<file path="src/rtl/pccs_pkg.sv">
// Types and constants of the phantom credit congestion sensor.
// No dependencies; used by every module of the block.
package pccs_pkg;

    localparam int VCOEFF_W  = 16;
    localparam int STATUS_W  = 17;
    localparam int DIVW      = 23;
    localparam logic [VCOEFF_W-1:0] VCOEFF_RESET = 16'd256;
    localparam logic [STATUS_W-1:0] STATUS_ONE   = 17'h10000;

    localparam logic [2:0] CMD_INIT    = 3'd0;
    localparam logic [2:0] CMD_RETURN  = 3'd1;
    localparam logic [2:0] CMD_CONSUME = 3'd2;
    localparam logic [2:0] CMD_TICK    = 3'd3;
    localparam logic [2:0] CMD_QUERY   = 3'd4;

    localparam logic [1:0] ERR_OK        = 2'd0;
    localparam logic [1:0] ERR_OVERFLOW  = 2'd1;
    localparam logic [1:0] ERR_UNDERFLOW = 2'd2;
    localparam logic [1:0] ERR_FULL      = 2'd3;

    typedef struct packed {
        logic [2:0]  command;
        logic [2:0]  port;
        logic [1:0]  vc;
        logic [6:0]  credits;
        logic [11:0] window_length;
    } in_item_t;

    typedef struct packed {
        logic [16:0] status;
        logic [1:0]  error;
    } out_item_t;

    // Controller to datapath commands
    typedef struct packed {
        logic load;
        logic apply;
        logic tick_adv;
        logic rd_head;
        logic retire;
        logic scan_next;
        logic q_mul;
        logic q_num;
        logic div_step;
        logic q_fin;
    } pccs_cmd_t;

    // Datapath to controller status
    typedef struct packed {
        logic [2:0] command;
        logic       scan_nonempty;
        logic       scan_last;
        logic       head_expired;
        logic       q_trivial;
        logic       div_last;
    } pccs_sts_t;

endpackage

</file>
<file path="src/rtl/pccs_ctrl.sv">
// Controller state machine that sequences each command through the datapath.
// Depends on pccs_pkg for the command and status structs.
module pccs_ctrl
(
    input  logic                clk,
    input  logic                rst_n,
    input  logic                start,
    output logic                busy,
    output logic                done,
    input  pccs_pkg::pccs_sts_t sts,
    output pccs_pkg::pccs_cmd_t cmd
);

    typedef enum logic [3:0] {
        ST_IDLE,
        ST_DECODE,
        ST_TICK,
        ST_T_RD,
        ST_T_CHK,
        ST_Q_MUL,
        ST_Q_NUM,
        ST_Q_DIV,
        ST_Q_FIN,
        ST_EMIT
    } state_t;

    state_t state_reg;
    state_t state_next;
    logic   busy_reg;
    logic   done_reg;

    // Next state and datapath commands
    always_comb
    begin
        state_next = state_reg;
        cmd        = '0;
        unique case (state_reg)
            ST_IDLE:
            begin
                if (start)
                begin
                    cmd.load   = 1'b1;
                    state_next = ST_DECODE;
                end
            end
            ST_DECODE:
            begin
                if (sts.command == pccs_pkg::CMD_TICK)
                begin
                    state_next = ST_TICK;
                end
                else if (sts.command == pccs_pkg::CMD_QUERY)
                begin
                    state_next = ST_Q_MUL;
                end
                else
                begin
                    cmd.apply  = 1'b1;
                    state_next = ST_EMIT;
                end
            end
            ST_TICK:
            begin
                cmd.tick_adv = 1'b1;
                state_next   = ST_T_RD;
            end
            ST_T_RD:
            begin
                if (sts.scan_nonempty)
                begin
                    cmd.rd_head = 1'b1;
                    state_next  = ST_T_CHK;
                end
                else if (sts.scan_last)
                begin
                    state_next = ST_EMIT;
                end
                else
                begin
                    cmd.scan_next = 1'b1;
                end
            end
            ST_T_CHK:
            begin
                if (sts.head_expired)
                begin
                    cmd.retire = 1'b1;
                    state_next = ST_T_RD;
                end
                else if (sts.scan_last)
                begin
                    state_next = ST_EMIT;
                end
                else
                begin
                    cmd.scan_next = 1'b1;
                    state_next    = ST_T_RD;
                end
            end
            ST_Q_MUL:
            begin
                cmd.q_mul  = 1'b1;
                state_next = ST_Q_NUM;
            end
            ST_Q_NUM:
            begin
                cmd.q_num  = 1'b1;
                state_next = sts.q_trivial ? ST_EMIT : ST_Q_DIV;
            end
            ST_Q_DIV:
            begin
                cmd.div_step = 1'b1;
                if (sts.div_last)
                begin
                    state_next = ST_Q_FIN;
                end
            end
            ST_Q_FIN:
            begin
                cmd.q_fin  = 1'b1;
                state_next = ST_EMIT;
            end
            ST_EMIT:
            begin
                state_next = ST_IDLE;
            end
            default:
            begin
                state_next = ST_IDLE;
            end
        endcase
    end

    // Hold state and the registered busy and strobe
    always_ff @(posedge clk or negedge rst_n)
    begin
        if (!rst_n)
        begin
            state_reg <= ST_IDLE;
            busy_reg  <= 1'b0;
            done_reg  <= 1'b0;
        end
        else
        begin
            state_reg <= state_next;
            busy_reg  <= (state_next != ST_IDLE);
            done_reg  <= (state_next == ST_EMIT);
        end
    end

    assign busy = busy_reg;
    assign done = done_reg;

endmodule

</file>
<file path="config.mk">
export PLATFORM = sky130hd
export DESIGN_NAME = pccs_ctrl
export DESIGN_NICKNAME = d
export VERILOG_FILES = /design/src/rtl/pccs_pkg.sv /design/src/rtl/pccs_ctrl.sv
export SDC_FILE = /design/constraint.sdc
export NUM_CORES = 1
export LEC_CHECK = 0
export CELL_PAD_IN_SITES_DETAIL_PLACEMENT = 0
export CELL_PAD_IN_SITES_GLOBAL_PLACEMENT = 1
export CORE_AREA = 5 5 42 44
export CTS_CLUSTER_DIAMETER = 60
export CTS_CLUSTER_SIZE = 16
export DETAILED_ROUTE_END_ITERATION = 10
export DIE_AREA = 0 0 47 49
export DONT_BUFFER_PORTS = 1
export PLACE_DENSITY_LB_ADDON = 0.1
export REMOVE_ABC_BUFFERS = 1
export SLEW_MARGIN = 20
export SYNTH_ARGS = -nofsm -noshare
export SYNTH_HDL_FRONTEND = slang
export SYNTH_SLANG_ARGS = --single-unit
</file>
<file path="constraint.sdc">
create_clock -name clk -period 2.3 [get_ports clk]
set_input_delay 0.115 -clock clk [delete_from_list [all_inputs] [get_ports clk]]
set_output_delay 0.115 -clock clk [all_outputs]
set_load 0.1 [all_outputs]
</file>
==> results by group <==
Status
  – Status: complete, no violations

Synthesis
  – YS warnings: 0
  – Top cell type by total area after synthesis: dfrtp_1
  – Most area-consuming cells after synthesis: dfrtp_1 27%, inv_1 4.1%, and3b_2 3.6%, and3_1 3.4%, nor3b_4 3.4%
  – Synth unique cells: 40
  – Syn Area/Cell: 9.09 sq um
  – Synth top area share: 0.271
  – Top cells by count, synth: 6 x dfrtp_1, 6 x inv_1, 3 x and3_1, 3 x nor3_1
  – Cell count after synthesis: approximately 60
  – Sequential fraction of the synthesis area: 0.271
  – Synth Register Bits: 6
  – Synthesized area: 554 sq um
  – Async SR Flop Fraction: 1.00
  – Main synth FF type: dfrtp_1
  – Number of flops mapped to enable cells by yosys: 0

Worst setup path
  – Critical path's largest stage delay: about 0.64 ns
  – Critical Path RT: 2.18 ns
  – Worst setup path start: state_reg[1]
  – R2R depth: 4
  – FF-to-FF Start: state_reg[1]
  – Startpoint Class: flip-flop
  – Critical-path cell list: or4b_4 -> nor3b_4 -> buf_4
  – Instance count on the critical path: 3
  – Top delay family on crit path: simple AND/OR/NAND/NOR gates
  – CP endpoint: cmd[8]
  – Crit-path slowest cell: or4b_4
  – Critical path arrival: 2.01 ns
  – Critical Path End Type: output port
  – WP buf/inv: 1
  – Setup CP Type: flip-flop to output port
  – Reg-to-Reg End: busy
  – Reg2reg setup slack: about 0.46 ns
  – Crit-path max FO: 18

Routing
  – DRT Pass-1 Iters: 4
  – Detailed Route Iter0 Violations: 6
  – DRC: 0
  – DR vias: 516
  – Total wire length: approximately 1.4 mm
  – Vias/cell: 6.00
  – Drt wl/cell: ~17 um
  – Final antenna-violating net count: 0

Timing
  – Final Hold Viols: 0
  – Slew at the pin with the worst max-slew slack: 0.873 ns
  – Final TNS setup: 0 ns
  – RSZ-0062 raised after global routing: no
  – Max Clock Skew: 0.00869 ns
  – Final WS setup: around 0.18 ns
  – Fmax: roughly 470 MHz
  – Share of the clock period used by the worst path: 0.923
  – Post-route minimum period: roughly 2.1 ns
  – Hold slack final: 0.154 ns
  – Final setup violation count: 0
  – Slew HR: 0.418
  – Max-slew violations: 0

Global routing
  – Initial antenna violation count: 0
  – Vias in the first global route: ~530
  – First-pass GRT wire length: 2.38 mm
  – Grt ovf: 0
  – Largest net degree at the start of global routing: 19
  – Total track usage: 0.135

Finish
  – Share of layout cells above drive strength 1: 0.329
  – Area Overhead vs Synth: 27.5%
  – Final Instance Area: 707 sq um
  – Max FFs per register: 4
  – Ant diodes: 0
  – Nets: 83

Floorplanning
  – Die height: ~49 um
  – Boundary Pins: 23
  – Core ar.: approximately 1400 sq um
  – Die Wd: between 40 and 50 um
  – Rows: 14
  – Die area: approximately 2300 sq um
  – Initial Utilization: 0.396

CTS
  – CTS resizes: 0
  – CTS Buf Count: 3
  – H-Tree Depth: 1
  – Sinks on Clock Net: 6
  – Clock Latency Late Sink: ~0.24 ns
  – Clk slew on worst S/H paths: 0.04 ns
  – Root Driver: clkbuf_4
  – Clock Path Buffers: 2
  – CTS tree: yes

Power
  – VDD IR max: ~0.85 mV
  – Overall power: 1.09 mW
  – Leak: between 0.3 and 0.4 nW
  – Cell area power density: 1540 nW/um^2

Flow run
  – Max-cap viol count: 0

Worst hold path
  – Worst hold path class: input port to flip-flop

Placed design
  – Detailed placement HPWL: between 1 and 1.5 mm
  – Placement Setup Slack: ~0.44 ns
  – Final GP Congestion: between 0.8 and 0.9
  – Input/output buffers: 0
  – Cell area after placement: about 670 sq um
==> power by group <==
part	switching [mW]	internal (mW)
Combinational	0.415	0.232
Sequential	0.200	0.145
Clock	0.0344	0.0588
==> cell families after synthesis <==
group	after synthesis	share of synthesized area
flops	6	0.271
mux	1	0.0181
compound gates	14	0.196
simple gates	30	0.429
buf+inv	10	0.0858
==> cell usage in the layout, fill, tap and decap left out, drive strengths merged <==
master	count
and2b	1
o21bai	1
nand2b	1
nor2	3
or4b	1
a32o	1
nor4b	2
a211oi	2
nand4b	1
or3b	2
and2	1
a21oi	1
o2111a	1
nor3	3
a31oi	1
nor2b	1
or4bb	1
clkbuf	4
a21boi	2
nand2	2
o211ai	1
and3	3
mux2i	1
buf	8
dlygate4sd3	1
nor3b	2
inv	6
and3b	2
nand3	1
dfrtp	6
o21ai	2
nand4	1
and4	1
o2bb2ai	1
a21o	1
and4b	1
==> stage by stage <==
stage,cells,util
floorplan,57,-
finish,86,0.504
detailed placement,82,0.481
CTS,86,0.504
global route,86,0.504
global placement,82,0.481
==> timing repair <==
item                      4_1_cts  5_1_grt
hold buffers                    1        0
buffers inserted                0        0
hold endpoints to repair        6        0
==> worst min-delay path by stage <==
| stage | startpoint | endpoint | slack (ns) | depth (start not counted) |
|---|---|---|---|---|
| 2_1_floorplan | rst_n | busy | -0.18 | 0 |
| 3_3_place_gp | rst_n | done | -0.18 | 0 |
| 3_5_place_dp | rst_n | state_reg[3] | -0.18 | 0 |
| 4_1_cts | sts[0] | state_reg[3] | 0.14 | 3 |
| 5_1_grt | sts[0] | state_reg[3] | 0.16 | 3 |
| 6_report | sts[4] | state_reg[2] | 0.15 | 4 |
==> layout make-up <==
| type | instances | area [sq um] |
|---|---|---|
| fillers | 133 | 694 |
| multi-input cells | 45 | 377 |
| flip-flops and latches | 6 | 150 |
| repair buffers | 10 | 115 |
| clock buffers | 3 | 22.5 |
| inverters | 6 | 22.5 |
| well taps | 16 | 20.0 |
==> tightest hold or removal path: stages <==
cell and delay [ns]:
nand2_1 0.03, o21ai_0 0.07, a21boi_1 0.09, inv_1 0.05
==> per-layer routing <==
metal / up-vias / track usage / wire, um
li1: 248 / - / -
met1: 247 / 0.176 / 591
met2: 21 / 0.219 / 732
met3: 0 / 0.0443 / 113
met4: 0 / 0.0138 / 0
met5: - / 0 / 0
Power figures use the tool's default switching activity.
